==> src/design/tqwd_pkg.sv <==
// Shared constants and types for the two-queue weighted dispatcher.
package tqwd_pkg;

    localparam int QUEUE_DEPTH_DEF = 16;
    localparam int ID_BITS_DEF     = 16;

    localparam int MODE_BITS   = 2;
    localparam int STATUS_BITS = 3;
    localparam int BURST_BITS  = 4;

    localparam logic [BURST_BITS-1:0] BURST_RESET = 4'd3;

    localparam logic [MODE_BITS-1:0] MODE_ENQ_NORMAL   = 2'd0;
    localparam logic [MODE_BITS-1:0] MODE_ENQ_PRIORITY = 2'd1;
    localparam logic [MODE_BITS-1:0] MODE_SERVE        = 2'd2;

    localparam logic [STATUS_BITS-1:0] ST_PRIO = 3'd0;
    localparam logic [STATUS_BITS-1:0] ST_NORM = 3'd1;
    localparam logic [STATUS_BITS-1:0] ST_NONE = 3'd2;
    localparam logic [STATUS_BITS-1:0] ST_ENQ  = 3'd3;
    localparam logic [STATUS_BITS-1:0] ST_DROP = 3'd4;

    typedef enum logic [1:0] {
        SRC_NONE,
        SRC_NORM,
        SRC_PRIO
    } src_t;

    typedef enum logic {
        CTRL_IDLE,
        CTRL_FINISH
    } ctrl_state_t;

    typedef struct packed {
        logic take;
        logic load;
    } ctrl_cmd_t;

endpackage

==> src/design/tqwd_ram.sv <==
// Generic single-write, single-read RAM with registered read data.
module tqwd_ram #(
    parameter int WIDTH = 16,
    parameter int DEPTH = 16
) (
    input  logic                     aclk,
    input  logic                     wr_en,
    input  logic [$clog2(DEPTH)-1:0] wr_addr,
    input  logic [WIDTH-1:0]         wr_data,
    input  logic                     rd_en,
    input  logic [$clog2(DEPTH)-1:0] rd_addr,
    output logic [WIDTH-1:0]         rd_data
);

    logic [WIDTH-1:0] mem_reg [DEPTH];
    logic [WIDTH-1:0] rd_data_reg;

    always_ff @(posedge aclk) begin
        if (wr_en) begin
            mem_reg[wr_addr] <= wr_data;
        end
        if (rd_en) begin
            rd_data_reg <= mem_reg[rd_addr];
        end
    end

    assign rd_data = rd_data_reg;

endmodule

==> src/design/tqwd_datapath.sv <==
// Queue stores, pointers, burst counter and result registers.
module tqwd_datapath #(
    parameter int QUEUE_DEPTH = tqwd_pkg::QUEUE_DEPTH_DEF,
    parameter int ID_BITS     = tqwd_pkg::ID_BITS_DEF
) (
    input  logic                             aclk,
    input  logic                             aresetn,
    input  tqwd_pkg::ctrl_cmd_t              cmd,
    input  logic                             cfg_we,
    input  logic [tqwd_pkg::BURST_BITS-1:0]  cfg_data,
    input  logic [tqwd_pkg::MODE_BITS-1:0]   s_mode,
    input  logic [ID_BITS-1:0]               s_ticket_id,
    output logic [tqwd_pkg::STATUS_BITS-1:0] m_status,
    output logic [ID_BITS-1:0]               m_served_id
);
    import tqwd_pkg::*;

    localparam int AW = $clog2(QUEUE_DEPTH);
    localparam int CW = $clog2(QUEUE_DEPTH + 1);

    logic [AW-1:0]          n_head_reg, n_head_next, p_head_reg, p_head_next;
    logic [CW-1:0]          n_count_reg, n_count_next, p_count_reg, p_count_next;
    logic [BURST_BITS-1:0]  burst_reg, burst_next, limit_reg;
    logic [STATUS_BITS-1:0] res_status_reg, res_status_next;
    src_t                   res_src_reg, res_src_next;
    logic [STATUS_BITS-1:0] m_status_reg;
    logic [ID_BITS-1:0]     m_served_id_reg;

    logic          n_empty, p_empty, n_full, p_full;
    logic [AW-1:0] n_tail, p_tail, n_head_inc, p_head_inc;
    logic          n_we, p_we, n_re, p_re;
    logic [ID_BITS-1:0] n_rd, p_rd;

    function automatic logic [AW-1:0] wrap_add(input logic [AW-1:0] a,
                                                input logic [CW-1:0] b);
        logic [AW:0] sum;
        sum = {1'b0, a} + {1'b0, b[AW-1:0]};
        if (sum >= (AW+1)'(QUEUE_DEPTH)) begin
            sum = sum - (AW+1)'(QUEUE_DEPTH);
        end
        return sum[AW-1:0];
    endfunction

    assign n_empty    = (n_count_reg == '0);
    assign p_empty    = (p_count_reg == '0);
    assign n_full     = (n_count_reg == CW'(QUEUE_DEPTH));
    assign p_full     = (p_count_reg == CW'(QUEUE_DEPTH));
    assign n_tail     = wrap_add(n_head_reg, n_count_reg);
    assign p_tail     = wrap_add(p_head_reg, p_count_reg);
    assign n_head_inc = wrap_add(n_head_reg, CW'(1));
    assign p_head_inc = wrap_add(p_head_reg, CW'(1));

    always_comb begin
        n_head_next     = n_head_reg;
        p_head_next     = p_head_reg;
        n_count_next    = n_count_reg;
        p_count_next    = p_count_reg;
        burst_next      = burst_reg;
        res_status_next = res_status_reg;
        res_src_next    = res_src_reg;
        n_we = 1'b0;
        p_we = 1'b0;
        n_re = 1'b0;
        p_re = 1'b0;
        if (cmd.take) begin
            res_src_next    = SRC_NONE;
            res_status_next = ST_NONE;
            case (s_mode)
                MODE_ENQ_NORMAL: begin
                    if (n_full) begin
                        res_status_next = ST_DROP;
                    end else begin
                        res_status_next = ST_ENQ;
                        n_we            = 1'b1;
                        n_count_next    = n_count_reg + CW'(1);
                    end
                end
                MODE_ENQ_PRIORITY: begin
                    if (p_full) begin
                        res_status_next = ST_DROP;
                    end else begin
                        res_status_next = ST_ENQ;
                        p_we            = 1'b1;
                        p_count_next    = p_count_reg + CW'(1);
                    end
                end
                MODE_SERVE: begin
                    if (n_empty && p_empty) begin
                        burst_next = '0;
                    end else if (n_empty || (!p_empty && burst_reg < limit_reg)) begin
                        // priority side; the counter moves only when normal also waits
                        res_status_next = ST_PRIO;
                        res_src_next    = SRC_PRIO;
                        p_re            = 1'b1;
                        p_head_next     = p_head_inc;
                        p_count_next    = p_count_reg - CW'(1);
                        if (!n_empty) begin
                            burst_next = burst_reg + BURST_BITS'(1);
                        end
                    end else begin
                        res_status_next = ST_NORM;
                        res_src_next    = SRC_NORM;
                        n_re            = 1'b1;
                        n_head_next     = n_head_inc;
                        n_count_next    = n_count_reg - CW'(1);
                        burst_next      = '0;
                    end
                end
                default: begin
                    res_status_next = ST_NONE;
                end
            endcase
        end
    end

    always_ff @(posedge aclk) begin
        if (!aresetn) begin
            n_head_reg  <= '0;
            p_head_reg  <= '0;
            n_count_reg <= '0;
            p_count_reg <= '0;
            burst_reg   <= '0;
            limit_reg   <= BURST_RESET;
        end else begin
            n_head_reg  <= n_head_next;
            p_head_reg  <= p_head_next;
            n_count_reg <= n_count_next;
            p_count_reg <= p_count_next;
            burst_reg   <= burst_next;
            if (cfg_we) begin
                limit_reg <= cfg_data;
            end
        end
    end

    always_ff @(posedge aclk) begin
        res_status_reg <= res_status_next;
        res_src_reg    <= res_src_next;
        if (cmd.load) begin
            m_status_reg <= res_status_reg;
            case (res_src_reg)
                SRC_NORM: m_served_id_reg <= n_rd;
                SRC_PRIO: m_served_id_reg <= p_rd;
                default:  m_served_id_reg <= '0;
            endcase
        end
    end

    tqwd_ram #(.WIDTH(ID_BITS), .DEPTH(QUEUE_DEPTH)) u_normal_ram (
        .aclk    (aclk),
        .wr_en   (n_we),
        .wr_addr (n_tail),
        .wr_data (s_ticket_id),
        .rd_en   (n_re),
        .rd_addr (n_head_reg),
        .rd_data (n_rd)
    );

    tqwd_ram #(.WIDTH(ID_BITS), .DEPTH(QUEUE_DEPTH)) u_priority_ram (
        .aclk    (aclk),
        .wr_en   (p_we),
        .wr_addr (p_tail),
        .wr_data (s_ticket_id),
        .rd_en   (p_re),
        .rd_addr (p_head_reg),
        .rd_data (p_rd)
    );

    assign m_status    = m_status_reg;
    assign m_served_id = m_served_id_reg;

endmodule

==> src/design/tqwd_ctrl.sv <==
// Controller: sequences one word through the datapath and owns the output valid.
module tqwd_ctrl (
    input  logic                aclk,
    input  logic                aresetn,
    input  logic                s_valid,
    output logic                s_ready,
    output logic                m_valid,
    input  logic                m_ready,
    output tqwd_pkg::ctrl_cmd_t cmd
);
    import tqwd_pkg::*;

    ctrl_state_t state_reg, state_next;
    logic        m_valid_reg, m_valid_next;

    always_ff @(posedge aclk) begin
        if (!aresetn) begin
            state_reg   <= CTRL_IDLE;
            m_valid_reg <= 1'b0;
        end else begin
            state_reg   <= state_next;
            m_valid_reg <= m_valid_next;
        end
    end

    always_comb begin
        state_next   = state_reg;
        m_valid_next = m_valid_reg;
        cmd          = '0;
        s_ready      = 1'b0;
        if (m_valid_reg && m_ready) begin
            m_valid_next = 1'b0;
        end
        case (state_reg)
            CTRL_IDLE: begin
                s_ready = 1'b1;
                if (s_valid) begin
                    cmd.take   = 1'b1;
                    state_next = CTRL_FINISH;
                end
            end
            CTRL_FINISH: begin
                // read data is ready now; wait only for a free output slot
                if (!m_valid_reg || m_ready) begin
                    cmd.load     = 1'b1;
                    m_valid_next = 1'b1;
                    state_next   = CTRL_IDLE;
                end
            end
            default: begin
                state_next = CTRL_IDLE;
            end
        endcase
    end

    assign m_valid = m_valid_reg;

endmodule

==> src/design/two_queue_weighted_dispatcher.sv <==
// Top level of the two-queue weighted dispatcher.
// Input channel s_*: one word per command. s_mode 0 enqueues s_ticket_id in the
// normal queue, 1 in the priority queue, 2 serves the next ticket.
// Result channel m_*: exactly one word per command, m_status and m_served_id.
// Config channel cfg_*: cfg_data sets the priority burst limit; always ready,
// to be written only while no command is in flight.
// Each command is accepted, then passes through the queue RAM's registered read,
// after which the result moves into the output register. No new command is taken
// until that result is loaded into the output register, which also raises m_valid.
// The output register holds a finished word while the next command is taken;
// if the receiver stalls longer, the block holds its result and s_ready stays
// low until the output register frees up.
// Reset empties both queues, clears the burst count and sets the limit to 3.
// Queue contents are not cleared; only written entries are ever read.
module two_queue_weighted_dispatcher #(
    parameter int QUEUE_DEPTH = tqwd_pkg::QUEUE_DEPTH_DEF,
    parameter int ID_BITS     = tqwd_pkg::ID_BITS_DEF
) (
    input  logic                             aclk,
    input  logic                             aresetn,
    input  logic                             s_valid,
    output logic                             s_ready,
    input  logic [tqwd_pkg::MODE_BITS-1:0]   s_mode,
    input  logic [ID_BITS-1:0]               s_ticket_id,
    output logic                             m_valid,
    input  logic                             m_ready,
    output logic [tqwd_pkg::STATUS_BITS-1:0] m_status,
    output logic [ID_BITS-1:0]               m_served_id,
    input  logic                             cfg_valid,
    output logic                             cfg_ready,
    input  logic [tqwd_pkg::BURST_BITS-1:0]  cfg_data
);
    import tqwd_pkg::*;

    ctrl_cmd_t cmd;

    assign cfg_ready = 1'b1;

    tqwd_ctrl u_ctrl (
        .aclk    (aclk),
        .aresetn (aresetn),
        .s_valid (s_valid),
        .s_ready (s_ready),
        .m_valid (m_valid),
        .m_ready (m_ready),
        .cmd     (cmd)
    );

    tqwd_datapath #(.QUEUE_DEPTH(QUEUE_DEPTH), .ID_BITS(ID_BITS)) u_dp (
        .aclk        (aclk),
        .aresetn     (aresetn),
        .cmd         (cmd),
        .cfg_we      (cfg_valid),
        .cfg_data    (cfg_data),
        .s_mode      (s_mode),
        .s_ticket_id (s_ticket_id),
        .m_status    (m_status),
        .m_served_id (m_served_id)
    );

endmodule

==> config.mk <==
export PLATFORM = sky130hd
export DESIGN_NAME = two_queue_weighted_dispatcher
export DESIGN_NICKNAME = d
export VERILOG_FILES = /design/src/design/tqwd_pkg.sv /design/src/design/tqwd_ram.sv /design/src/design/tqwd_datapath.sv /design/src/design/tqwd_ctrl.sv /design/src/design/two_queue_weighted_dispatcher.sv
export SDC_FILE = /design/constraint.sdc
export NUM_CORES = 1
export LEC_CHECK = 0
export ABC_AREA = 1
export ABC_CLOCK_PERIOD_IN_PS = 6000
export BUFFER_PORTS_ARGS = -buffer_cell sky130_fd_sc_hd__buf_2
export CAP_MARGIN = 0
export CORE_MARGIN = 1
export CORE_UTILIZATION = 50
export CTS_CLUSTER_DIAMETER = 80
export DETAILED_ROUTE_END_ITERATION = 6
export PLACE_DENSITY = 0.64
export SLEW_MARGIN = 20
export SYNTH_ARGS = -nofsm -noshare
export SYNTH_HDL_FRONTEND = slang
export SYNTH_SLANG_ARGS = --single-unit
==> constraint.sdc <==
create_clock -name aclk -period 6 [get_ports aclk]
set_clock_uncertainty 0.05 [all_clocks]
set_input_delay 0.9 -clock aclk [delete_from_list [all_inputs] [get_ports aclk]]
set_output_delay 0.9 -clock aclk [all_outputs]
set_load 0.1 [all_outputs]
After elaboration in Yosys (flattened, before gate mapping)
Memory sizes are Yosys's and may differ from the RTL's. A register that Yosys moved wholly into a read port is not among the register bits.
Index checks and enable logic that the tools add are counted.
- bits in registers: 52
- bits in writable memories: 512
- bits of input ports: 27
- output and inout port bits: 22
- memories: 2
- add/sub/neg operators: 13
- $lt $le $gt $ge: 5
- equal/unequal tests: 12
- mux-type cells: 50
- bitwise operators: 4
- reduce and logical (&&, ||, !) cells: 18
- memory list (name ; words ; width ; read ports ; clocked after memory_dff ; wr ports ; line ; text):
    u_dp.u_normal_ram.mem_reg ; 16 ; 16 ; 1 ; 1 ; 1 ; tqwd_ram.sv:15 ; logic [WIDTH-1:0] mem_reg [DEPTH];
    u_dp.u_priority_ram.mem_reg ; 16 ; 16 ; 1 ; 1 ; 1 ; tqwd_ram.sv:15 ;
- operators by type and width (cell ; count):
    $pmux W16 S2 ; 1
    $mux W5 ; 6
    $mux W1 ; 28
    $mux W4 ; 7
    $ge A5 B5 Y1 const B ; 4
    $pmux W5 S2 ; 2
    $sub A4 B1 Y4 const B ; 4
    $add A4 B1 Y5 const B ; 2
    $add A4 B4 Y5 ; 2
    $add A5 B1 Y5 const B ; 2
    $eq A5 B5 Y1 const B ; 2
    $logic_not A5 Y1 ; 2
    $reduce_and A5 Y1 ; 2
    $sub A5 B1 Y5 const B ; 2
    $mux W3 ; 3
    $pmux W3 S3 ; 1
    $ne A2 B2 Y1 const B ; 4
    $reduce_and A4 Y1 ; 2
    $add A4 B1 Y4 const B ; 1
    $eq A2 B1 Y1 const B ; 2
    $eq A2 B2 Y1 const B ; 2
    $lt A4 B4 Y1 ; 1
    $not A1 Y1 ; 4
    $reduce_bool A2 Y1 ; 2
    other kinds (10) ; 14

Depth between registers and ports, before layout
Gate-level depths: netlist (run 1).
- depth after elaboration: 8
- depth in mapped cells: 12

Modules after synthesis
Synthesis (run 1) repeated with hierarchy kept, for this count alone.
- cell total of the unflattened synthesis: 2503
- area, all modules: 26071.3 sq um
- by module, submodules not included (module ; instances ; cells each ; area an instance (sq um) ; sequential area each (sq um)):
    tqwd_ram ; 2 ; 1074 ; 11541.1 ; 8167.8
    tqwd_datapath ; 1 ; 342 ; 2894.0 ; 1241.2
    tqwd_ctrl ; 1 ; 11 ; 83.8 ; 40.0
    two_queue_weighted_dispatcher ; 1 ; 2 ; 11.3 ; 0.0

Worst setup path after synthesis (run 1)
Ideal clock, no wire load.
- path kind: in2reg
- from: input s_mode[0] in the netlist's numbering
- to: memory u_dp.u_priority_ram.mem_reg[10][0] (enable)
- library setup time: 388 ps
- arrival: 2240 ps
- data required time: 5562 ps
- slack: 3322 ps
- stages on the path: 6
- path buffers: 0
- path through: inv_2 nor2_2 o21ai_0 nor2_1 nand3_1 nor2_1
- cells in the longest elaborated chain, start to end: 5
- RTL lines (item ; line ; text):
    from (decl) ; two_queue_weighted_dispatcher.sv:23 ; input logic [tqwd_pkg::MODE_BITS-1:0] s_mode,
    $eq A2 B1 Y1 ; tqwd_datapath.sv:68 ; case (s_mode)
    $mux W1 ; tqwd_datapath.sv:68 ;
    $mux W1 ; tqwd_datapath.sv:65 ; if (cmd.take) begin
    $mux W1 ; tqwd_ram.sv:19 ; if (wr_en) begin
    $mux W1 (implied by the code) ; tqwd_ram.sv:20 ; mem_reg[wr_addr] <= wr_data;
    to (decl) ; tqwd_ram.sv:15 ;
Every way passes these cells.

Final worst setup path (run 1)
- from: register u_dp.n_head_reg[0]
- to: memory u_dp.u_normal_ram.mem_reg[12][5] (enable)
- cells in the longest elaborated chain, start to end: 3
- RTL lines (item ; line ; text):
    from (decl) ; tqwd_datapath.sv:21 ; logic [AW-1:0] n_head_reg, n_head_next, p_head_reg, p_head_next;
    from (signal assigned) ; tqwd_datapath.sv:125 ; n_head_reg <= n_head_next;
    $add A4 B4 Y5 * ; tqwd_datapath.sv:37 ; sum = {1'b0, a} + {1'b0, b[AW-1:0]};
    $sub A4 B1 Y4 or $ge A5 B5 Y1 (tied branches) ; tqwd_datapath.sv:39, tqwd_datapath.sv:38 ;
    $mux W4 * ; tqwd_datapath.sv:38 ; if (sum >= (AW+1)'(QUEUE_DEPTH)) begin
    to (decl) ; tqwd_ram.sv:15 ;
Mark *: on every way between the ends. The rest lies on a longest branch, timed or not.

==> summary.txt, run 1 <==
Timing
  • Fin Setup TNS: 0 ps
  • Peak Freq: between 200 and 300 MHz
  • Setup violations, final: 0
  • Tmin final: 3450 ps
  • Slew @ Worst Pin: roughly 1000 ps
  • Fin. max-slew vios: 0
  • Hold Vio Cnt, Final: 0
  • Worst slew margin: about 31%
  • Crit share post-route: 57.6%
  • RSZ-0062 raised after global routing: false

Logic synthesis
  • Mapped cell area: 24000 µm²
  • Warnings from Yosys: 0
  • Sequential area share after synthesis: 73.3%
  • Synth top area cells: edfxtp_1 (71%), o21ai_0 (4.6%), nor2_1 (4.3%)
  • Mean post-synth cell area: between 10 and 15 µm²
  • Post-Syn Instances: between 1500 and 2000
  • Synth Register Bits: a little under 600
  • Yosys top cell area share: a little under three quarters
  • Synthesized Nets: around 1900
  • Post-synthesis cell type count: between 40 and 50
  • Area leader, netlist: edfxtp_1

Pwr
  • VDD IR max: between 0.2 and 0.25 mV
  • Comb power frac: under 10%
  • Leak pwr: roughly 9 nW
  • Cell-internal power: 6.80 mW
  • Sequential Power Share: 53.1%
  • Clock power share: approximately 41%
  • Tot Pwr: ~9 mW
  • Psw: ~2.0 mW
  • Switching share of power: between 20% and 30%
  • Power density over cell area: 328 nW/µm²

Layout
  • NumNets Final: about 2000
  • Share of layout cells above drive strength 1: 10.6%
  • Commonest cells after routing, fill and taps aside: edfxtp_1 (568), nor2_1 (274), nand2_1 (242)
  • Area occupied by multi-input gates: between 5000 and 6000 µm²
  • Area Growth Syn to Fin: 10.9%
  • Most common cell after layout, fill and taps aside: edfxtp_1
  • # fillers: around 3700
  • Final Instance Count excl. Fillers: roughly 2600
  • Antenna fix cells: 0
  • Register area: ~18000 µm²

Route
  • Post-route ant nets: 0
  • Vias: about 15000
  • # DRC: 0
  • Post-Route WL: approximately 59000 µm
  • Pre-antenna DRT Iters: 5
  • Detail-routed via count per cell: 5.83
  • Drt initial violations: roughly 1900
  • Drt wl/cell: 23.0 µm

Worst setup path
  • Most used cell along the critical path: buf_4
  • Worst-path fanout max: 77
  • Cell family with most CP delay: buffers and inverters
  • Crit path cell chain: buf_4 -> ha_1 -> fa_1 -> inv_1 -> nand3_1 -> nor2_1 -> buf_4
  • Kind of critical path: flop to flop
  • Slowest stage delay, CP: 730 ps
  • Slowest stage cell, crit path: dfxtp_4
  • Worst path arrival time: roughly 3700 ps
  • Nature of the critical path endpoint: flop
  • Worst Path Buf+Inv: 3
  • Req. time, crit path: roughly 6300 ps
  • Worst Setup Start Kind: flop

Global routing
  • Initial antenna violation count: 0
  • Largest net degree at the start of global routing: 94
  • Grt met2 use: 35.4%
  • Most used routing layer in global routing: met1
  • GRT Residual Overflow: 0
  • GRT Util Overall: between 20% and 30%
  • GR Util met3: about 4.5%
  • Vias in the first global route: 14200
  • Met1 Use GR: a little over a third
  • First-pass GRT wire length: between 80000 and 90000 µm

Clock tree
  • Number of CTS-inserted buffers: 58
  • Clock transition at path regs: around 60 ps
  • CTS H-tree depth: 2
  • # clock sinks: ~600
  • Clk buf depth: 3
  • Root Driver: clkbuf_16
  • Cts repair resizes: 0
  • Post-CTS setup buffers: 0
  • Worst skew pair latency: just over 600 ps
  • CTS tree: built
  • CTS Hold Bufs: 0

Floorplan
  • Width of the die: about 220 µm
  • Chip height: between 200 and 250 µm
  • Initial Util: about 51%
  • Num ports: 49
  • Core area: roughly 47000 µm²
  • Die footprint: around 49000 µm²
  • FP Rows: slightly below 80

Run
  • Max Cap Viol: 0

Placed design
  • DP Wirelength: around 34000 µm
  • PortBufs: 47
  • Gp weighted congestion: just under 0.9
  • Placed Cells: approximately 2500

Worst hold path
  • HP Class: flop to flop

Run status
  • Status: finished, final reports clean
metrics by stage:
step	cell area [µm²]	util, %	worst slack (ps)	hold slack (ps)
2_1_floorplan	24000	-	3320	350
3_3_place_gp	24800	52.8	2660	358
3_5_place_dp	24800	52.8	2640	363
4_1_cts	26700	56.8	2630	379
5_1_grt	26700	56.8	2390	388
6_report	26700	56.8	2550	379
path summary, 6_finish.rpt:
check / start / end / slack, ps / depth (start not counted)
setup / recovery: u_dp.n_head_reg[0] / u_dp.u_normal_ram.mem_reg[12][5] / 2550 / 7
hold / removal: u_dp.res_status_reg[0] / u_dp.m_status[0] / 380 / 0
setup reg to reg: u_dp.n_head_reg[0] / u_dp.u_normal_ram.mem_reg[12][5] / 2550 / 7
hold reg to reg: u_dp.res_status_reg[0] / u_dp.m_status[0] / 380 / 0
kinds of logic (layout without fill, tap and decap cells):
family,after synthesis,in the layout,share of synthesized area [%]
xor+xnor,15,15,0.547
other cells,1,1,0.0156
simple gates,605,605,10.3
buf+inv,161,252,3.19
compound gates,443,443,10.3
mux,24,24,0.999
fa+ha+maj,24,24,1.37
flops,596,596,73.3
metal layers:
layer / up-vias / wire length (µm)
li1: 6874 / -
met1: 7374 / 26300
met2: 619 / 25900
met3: 90 / 5290
met4: 0 / 1500
met5: - / 0
power by group through the flow:
stage | registers, mW | logic (mW) | clock network, mW
after floorplan | 4.78 | 0.300 | 0
after global placement | 4.73 | 0.523 | 0
after detailed placement | 4.74 | 0.532 | 0
after CTS | 4.65 | 0.534 | 3.62
after global routing | 4.65 | 0.584 | 3.76
final | 4.65 | 0.534 | 3.57
worst reg2reg max path: cells and delay by family, from the launching register on:
kind | cells | cell delay [ps]
DFF | 1 | 730
adders and majority gates | 2 | 820
buffers and inverters | 3 | 1160
and+or+nand+nor | 2 | 390
area by class of cell:
type                    count  area share, %
inverters                  56          0.802
multi-input cells        1112           21.2
repair buffers             88           2.04
clock buffers              77           5.95
well taps                 607           2.85
flip-flops and latches    596           66.1
clock inverters            31           1.02
synthesized netlist by cell type (all sizes together):
cell    number
nand3       61
a211oi      10
edfxtp     568
and3         1
conb         1
mux2i       24
clkbuf      55
dfxtp       28
o221ai      24
inv         55
o211ai      40
and2         1
a21oi       98
buf         50
xnor2        8
o21ai      239
nand4        6
nor3         4
nor2       281
fa           4
or2          1
xor2         7
ha          20
o22ai       32
clkinv       1
nand2      250
Power figures use the tool's default switching activity.
==> inputs of run 2 (changes only) <==
--- a/config.mk
+++ b/config.mk
@@ -5,15 +5,15 @@
 export SDC_FILE = /design/constraint.sdc
 export NUM_CORES = 1
 export LEC_CHECK = 0
-export ABC_AREA = 1
-export ABC_CLOCK_PERIOD_IN_PS = 6000
+export ABC_AREA = 0
+export ABC_CLOCK_PERIOD_IN_PS = 2950
 export BUFFER_PORTS_ARGS = -buffer_cell sky130_fd_sc_hd__buf_2
 export CAP_MARGIN = 0
 export CORE_MARGIN = 1
 export CORE_UTILIZATION = 50
 export CTS_CLUSTER_DIAMETER = 80
 export DETAILED_ROUTE_END_ITERATION = 6
-export PLACE_DENSITY = 0.64
+export PLACE_DENSITY = 0.66
 export SLEW_MARGIN = 20
 export SYNTH_ARGS = -nofsm -noshare
 export SYNTH_HDL_FRONTEND = slang
==> constraint.sdc (replaced) <==
create_clock -name aclk -period 2.95 [get_ports aclk]
set_clock_uncertainty 0.05 [all_clocks]
set_input_delay 0.4425 -clock aclk [delete_from_list [all_inputs] [get_ports aclk]]
set_output_delay 0.4425 -clock aclk [all_outputs]
set_load 0.1 [all_outputs]
==> run 2 against run 1 <==
Critical path type unchanged. Die area is 2.6% lower. Cell area is 0.28% higher. Register-to-register slack worse by 2200 ps. Combinational power is 64% higher. Sequential power is 100% higher. Setup slack worse by 2200 ps. Largest cell class unchanged. Clock power is 95% higher.
==> summary.txt, run 2 <==
Logic synthesis
  • Post-Synth Adder-Cell Area: 1.41% (+0.037 points)
  • Yosys top cell area share: 72.8% (+1.9 points)
  • Mean post-synth cell area: 19.3 µm² (+50%)
  • Warnings from Yosys: 0 (unchanged)
  • Post-Synth Simple-Gate Area: 3.45% (-6.8 points)
  • Synth Register Bits: 596 (unchanged)
  • Post-Syn Instances: 1215 (-35%)
  • Mapped cell area: 23400 µm² (-2.6%)
  • Synth async-reset ratio: 0% (unchanged)
  • Synth Area in Compound Gates: 3.86% (-6.4 points)
  • Sequential area share after synthesis: 75.2% (+2.0 points)
  • Synth top area cells: edfxtp_1 (73%), mux4_2 (11%), mux2i_1 (2.6%)
  • Number of synthesized flops with an enable pin: 568 (unchanged)
  • Dominant cell by count in the synthesized netlist: edfxtp_1
  • Area leader, netlist: edfxtp_1
  • Largest family of logic cells by synthesized area: multiplexers
  • Xor and xnor area share after synthesis: 0.786% (+0.24 points)
  • Mux cell area share after synthesis: 13.9% (+13 points)
  • Synthesized Nets: 1266 (-34%)
  • Top FF cell, synth: edfxtp_1
  • Post-synthesis cell type count: 53 (+23%)
  • Synth top cells by count: edfxtp_1 (568), mux4_2 (112), nor2_1 (72)

Worst setup path
  • Worst path arrival time: 2890 ps (-810 ps)
  • FF-to-FF Start: u_dp.n_count_reg[1]
  • Req. time, crit path: 3210 ps (-3040 ps)
  • R2r endpoint: u_dp.u_normal_ram.mem_reg[9][3]
  • Nature of the critical path endpoint: flop
  • Crit path cell chain: nor4_1 -> a2111oi_0 -> buf_4 -> nor2b_1 -> nand2_1 -> nor2_1 -> buf_12
  • Kind of critical path: flop to flop
  • Critical path origin: u_dp.n_count_reg[1]
  • Worst r2r path cells: 7 (unchanged)
  • R2r setup slk: 320 ps (-2230 ps)
  • Cell family with most CP delay: simple AND/OR/NAND/NOR gates
  • Slowest stage cell, crit path: a2111oi_0
  • Worst Setup Start Kind: flop
  • Slowest stage delay, CP: 540 ps (-190 ps)
  • Worst Path Buf+Inv: 2 (-1)
  • Worst-path fanout max: 16 (-79%)

Clock tree
  • Cts repair resizes: 0 (unchanged)
  • CTS tree: built
  • Post-CTS setup buffers: 0 (unchanged)
  • Worst skew pair latency: 610 ps (about the same)
  • CTS H-tree depth: 2 (unchanged)
  • Clock transition at path regs: 60 ps (about the same)
  • CTS Hold Bufs: 0 (unchanged)
  • Root Driver: clkbuf_16
  • # clock sinks: 596 (unchanged)
  • Number of CTS-inserted buffers: 57 (-1.7%)
  • Clk buf depth: 3 (unchanged)

Timing
  • Fin. max-slew vios: 0 (unchanged)
  • Setup violations, final: 0 (unchanged)
  • Peak Freq: 380 MHz (+31%)
  • Crit share post-route: 89.2% (+32 points)
  • Worst slew margin: 37.8% (+6.8 points)
  • Fin Setup TNS: 0 ps (unchanged)
  • Tmin final: 2630 ps (-823 ps)
  • RSZ-0062 raised after global routing: false
  • Final WS setup: 319 ps (-2230 ps)
  • Hold Vio Cnt, Final: 0 (unchanged)
  • Slew @ Worst Pin: 933 ps (-102 ps)

Placed design
  • Place WS: 250 ps (-2390 ps)
  • PortBufs: 47 (unchanged)
  • Gp weighted congestion: 0.864 (-0.85%)
  • DP Wirelength: 31800 µm (-7.3%)

Floorplan
  • FP Rows: 78 (-1.3%)
  • Initial Util: 51.2% (about the same)
  • Die footprint: 47700 µm² (-2.6%)
  • Num ports: 49 (unchanged)
  • Width of the die: 218 µm (-1.3%)
  • Core area: 45800 µm² (-2.5%)
  • Chip height: 218 µm (-1.3%)

Worst hold path
  • HP Class: input pin to flop
  • Hold endpoint: u_dp.limit_reg[1]
  • Worst Hold Launch: cfg_data[1]
  • WHS Path Cells: 3 (+3)

Route
  • Post-Route WL: 51300 µm (-13%)
  • Drt initial violations: 1217 (-36%)
  • Pre-antenna DRT Iters: 5 (unchanged)
  • Post-route ant nets: 0 (unchanged)
  • Vias: 11700 (-22%)
  • Drt wl/cell: 26.0 µm (+13%)
  • Detail-routed via count per cell: 5.95 (+2.1%)
  • # DRC: 0 (unchanged)

Global routing
  • Vias in the first global route: 11600 (-18%)
  • GRT Util Overall: 22.3% (-1.8 points)
  • Initial antenna violation count: 5 (+5)
  • GRT Residual Overflow: 0 (unchanged)
  • Largest net degree at the start of global routing: 72 (-23%)
  • Met1 Use GR: 34.2% (-2.1 points)
  • Most used routing layer in global routing: met1
  • Grt met2 use: 32.7% (-2.7 points)
  • First-pass GRT wire length: 76200 µm (-13%)
  • GR Util met3: 4.59% (+0.12 points)

Layout
  • Antenna fix cells: 0 (unchanged)
  • Final Core Density: 58.4% (+1.6 points)
  • Share of layout cells above drive strength 1: 24.8% (+14 points)
  • Most common cell after layout, fill and taps aside: edfxtp_1
  • Area Growth Syn to Fin: 14.2%
  • Commonest cells after routing, fill and taps aside: edfxtp_1 (568), mux4_2 (112), mux2i_1 (61)
  • NumNets Final: 1376 (-30%)

Run
  • Max Cap Viol: 0 (unchanged)

Pwr
  • Power density over cell area: 644 nW/µm² (+96%)
  • VDD IR max: 0.525 mV (+120%)
  • Tot Pwr: 17.2 mW (+97%)
  • Leak pwr: 8.43 nW (-7.0%)

Run status
  • Status: finished, final reports clean
run 2: cell count changes after synthesis, moves of 24 or more:
cell      change
nor2_1      -202
nand2_1     -191
o21ai_0     -188
mux2i_1      +37
a21oi_1      -68
o211ai_1     -38
inv_1        -25
o22ai_1      -32
mux4_2      +112
a22oi_1      +33
nand3_1      -51
o221ai_1     -24
run 2: cell type report:
class,count,area (µm²)
Clock buffer,72,1530
Clock inverter,35,254
Fill cell,3279,19000
Inverter,19,71.3
Multi-Input combinational cell,542,5570
Sequential cell,596,17600
Tap cell,600,751
Timing Repair Buffer,109,938
run 2: tightest hold or removal path: cells and delay by family:
kind,cells,cell delay [ps]
buffers and inverters,1,80
AOI/OAI and AO/OA,1,70
and+or+nand+nor,1,50
run 2: logic make-up (layout without fill, tap and decap cells):
logic type | Yosys count | count (layout)
muxes | 183 | 183
AOI/OAI and AO/OA | 138 | 138
adders and majority gates | 24 | 24
and+or+nand+nor | 175 | 175
buffers and inverters | 77 | 235
DFF | 596 | 596
xor gates and xnor gates | 21 | 21
other | 1 | 1
run 2: stage by stage:
stage	hold slack (ps)	area [µm²]	instances
after floorplan	350	23400	1215
after global placement	361	25000	1866
after detailed placement	368	25000	1866
after CTS	5.97	26700	1973
after global routing	33.4	26700	1973
final	26.1	26700	1973
run 2: worst max path at each step:
| stage | cells past startpoint | slack (ps) | endpoint |
|---|---|---|---|
| finish | 7 | 320 | u_dp.u_normal_ram.mem_reg[9][3] |
| global route | 7 | 130 | u_dp.u_normal_ram.mem_reg[9][4] |
| CTS | 7 | 340 | u_dp.u_normal_ram.mem_reg[8][14] |
| detailed placement | 10 | 250 | u_dp.n_count_reg[4] |
| global placement | 8 | 270 | u_dp.u_normal_ram.mem_reg[9][1] |
| floorplan | 6 | 90 | u_dp.u_priority_ram.mem_reg[0][0] |
run 2: per-layer routing:
metal	part of all wire [%]	wire, µm	vias up
li1	-	-	5138
met1	45	22900	6063
met2	45	23200	453
met3	8.3	4240	75
met4	1.9	980	6
met5	0.056	29	-
run 2: power breakdown:
part	switching, mW	total, mW	internal [mW]	leakage [nW]
Combinational	0.621	0.877	0.256	2.22
Clock	3.03	6.95	3.91	0.853
Sequential	0.0463	9.39	9.35	5.35
==> inputs of run 3 (changes only) <==
--- a/config.mk
+++ b/config.mk
@@ -6,13 +6,14 @@
 export NUM_CORES = 1
 export LEC_CHECK = 0
 export ABC_AREA = 0
-export ABC_CLOCK_PERIOD_IN_PS = 2950
+export ABC_CLOCK_PERIOD_IN_PS = 2400
 export BUFFER_PORTS_ARGS = -buffer_cell sky130_fd_sc_hd__buf_2
 export CAP_MARGIN = 0
 export CORE_MARGIN = 1
 export CORE_UTILIZATION = 50
 export CTS_CLUSTER_DIAMETER = 80
 export DETAILED_ROUTE_END_ITERATION = 6
+export GPL_TIMING_DRIVEN = 0
 export PLACE_DENSITY = 0.66
 export SLEW_MARGIN = 20
 export SYNTH_ARGS = -nofsm -noshare
==> constraint.sdc (replaced) <==
create_clock -name aclk -period 2.4 [get_ports aclk]
set_clock_uncertainty 0.05 [all_clocks]
set_input_delay 0.36 -clock aclk [delete_from_list [all_inputs] [get_ports aclk]]
set_output_delay 0.36 -clock aclk [all_outputs]
set_load 0.1 [all_outputs]
==> run 3 against run 2 <==
Critical path depth shrank 4. Maximum frequency grew 12%. First-iteration DRC count rose by 13%.
==> summary.txt, run 3 (synthesized netlist as in run 2, its figures left out) <==
Run status
  • Status: finished, final reports clean

Clock tree
  • CTS H-tree depth: 2 (unchanged)
  • Number of CTS-inserted buffers: 59 (+3.5%)
  • Clock transition at path regs: 60 ps (about the same)
  • Worst skew pair latency: 620 ps (about the same)
  • Root Driver: clkbuf_16
  • CTS tree: built
  • Clk buf depth: 3 (unchanged)
  • # clock sinks: 596 (unchanged)

Global routing
  • Initial antenna violation count: 1 (-4)
  • GRT Residual Overflow: 0 (unchanged)
  • First-pass GRT wire length: 80800 µm (+6.1%)
  • Largest net degree at the start of global routing: 33 (-54%)
  • GRT Util Overall: 23.9% (+1.5 points)
  • Vias in the first global route: 12200 (+5.0%)

Layout
  • Area Growth Syn to Fin: 19.0%
  • NumNets Final: 1449 (+5.3%)
  • Most common cell after layout, fill and taps aside: edfxtp_1
  • Final Core Density: 60.9% (+2.4 points)
  • Final Instance Count excl. Fillers: 2045 (+3.6%)
  • Share of layout cells above drive strength 1: 30.5% (+5.6 points)
  • Commonest cells after routing, fill and taps aside: edfxtp_1 (568), mux4_2 (112), mux2i_1 (61)

Pwr
  • Comb power frac: 5.4% (+0.3 points)
  • Leak pwr: 8.83 nW (+4.8%)
  • Switching share of power: 21.5% (+0.045 points)
  • Power density over cell area: 786 nW/µm² (+22%)
  • Sequential Power Share: 52.8% (-1.8 points)
  • VDD IR max: 0.548 mV (+4.5%)
  • Clock power share: 41.8% (+1.5 points)
  • Cell-internal power: 17.2 mW (+27%)
  • Psw: 4.71 mW (+27%)

Timing
  • Tmin final: 2350 ps (-280 ps)
  • Worst slew margin: 28.1% (-9.7 points)
  • Crit share post-route: 98.0% (+8.8 points)
  • Peak Freq: 425 MHz (+12%)
  • Fin Setup TNS: 0 ps (unchanged)
  • Fin. max-slew vios: 0 (unchanged)
  • RSZ-0062 raised after global routing: true
  • Hold WS: 21.7 ps (-4.38 ps)
  • Slew @ Worst Pin: 1080 ps (+146 ps)
  • Final WS setup: 48.5 ps (-270 ps)
  • Hold Vio Cnt, Final: 0 (unchanged)
  • Setup violations, final: 0 (unchanged)

Placed design
  • Gp weighted congestion: 0.883 (+2.2%)
  • Placed Cells: 1879 (+0.70%)
  • DP Wirelength: 34900 µm (+9.7%)
  • PortBufs: 46 (-2.1%)
  • Place WS: -971 ps (-1220 ps)

Worst setup path
  • Nature of the critical path endpoint: flop
  • Cell family with most CP delay: buffers and inverters
  • Req. time, crit path: 2680 ps (-530 ps)
  • Slowest stage delay, CP: 620 ps (+80 ps)
  • Worst Setup Start Kind: flop
  • Worst Path Buf+Inv: 2 (unchanged)
  • Worst-path fanout max: 10 (-6)
  • Worst path arrival time: 2630 ps (-260 ps)
  • Kind of critical path: flop to flop
  • Crit path cell chain: buf_1 -> clkbuf_1 -> mux4_2
  • Slowest stage cell, crit path: clkbuf_1

Route
  • Drt initial violations: 1374 (+13%)
  • Drt wl/cell: 27.0 µm (+3.8%)
  • # DRC: 0 (unchanged)
  • Pre-antenna DRT Iters: 5 (unchanged)
  • Vias: 12300 (+5.0%)
  • Detail-routed via count per cell: 6.02 (+1.3%)
  • Post-route ant nets: 0 (unchanged)
  • Post-Route WL: 55300 µm (+7.6%)

Run
  • Max Cap Viol: 0 (unchanged)

Floorplan
  • Die footprint: 47700 µm² (unchanged)
  • Core area: 45800 µm² (unchanged)
  • Chip height: 218 µm (unchanged)
  • Initial Util: 51.2% (unchanged)
  • FP Rows: 78 (unchanged)
  • Num ports: 49 (unchanged)
  • Width of the die: 218 µm (unchanged)

Worst hold path
  • HP Class: input pin to flop
==> run 3: area by class of cell <==
class	count	area [µm²]
clock inverter	32	355
buffer	58	345
timing repair buffer	122	1220
clock buffer	75	1560
inverter	19	78.8
tap	600	751
multi-input combinational	542	5920
sequential	596	17600
fill	3172	17900
antenna	1	2.50
==> run 3: routing by layer <==
metal | track usage [%] | wire, µm | up-vias
li1 | - | - | 5289
met1 | 35.9 | 23900 | 6406
met2 | 35.0 | 25100 | 541
met3 | 4.69 | 4790 | 85
met4 | 8.02 | 1440 | 0
met5 | 0 | 0 | -
==> run 3: worst register-to-register path, delay by kind of cell (launching register included) <==
kind	cells	cell delay [ps]
DFF	1	350
buffers and inverters	2	1190
muxes	1	480
==> run 3: final timing paths <==
path / start / end / slack [ps] / depth (start not counted)
max: u_dp.p_head_reg[2] / u_dp.u_priority_ram.rd_data[11] / 50 / 3
min reg2reg: u_dp.res_status_reg[2] / u_dp.m_status[2] / 380 / 0
min: aresetn / u_ctrl.state_reg / 20 / 3
max reg2reg: u_dp.p_head_reg[2] / u_dp.u_priority_ram.rd_data[11] / 50 / 3
==> run 3: power groups by stage <==
stage,sequential [mW],clock [mW],combinational [mW]
after floorplan,11.9,0,0.537
after global placement,11.8,0,1.06
after detailed placement,11.8,0,1.10
after CTS,11.6,9.27,1.16
after global routing,11.6,9.67,1.26
final,11.6,9.15,1.18
==> run 3: through the flow <==
step | power (mW) | instance area [µm²]
detailed placement | 12.9 | 24800
finish | 21.9 | 27900
floorplan | 12.4 | 23500
global route | 22.5 | 27900
global placement | 12.8 | 24500
CTS | 22.0 | 27700
==> run 3: timing repair <==
item                       CTS  global route
hold buffers                 8             0
resized for setup           84            35
setup endpoints to repair  578           550
setup buffers               47             3
hold endpoints to repair     6             0
pin swaps                   34             6
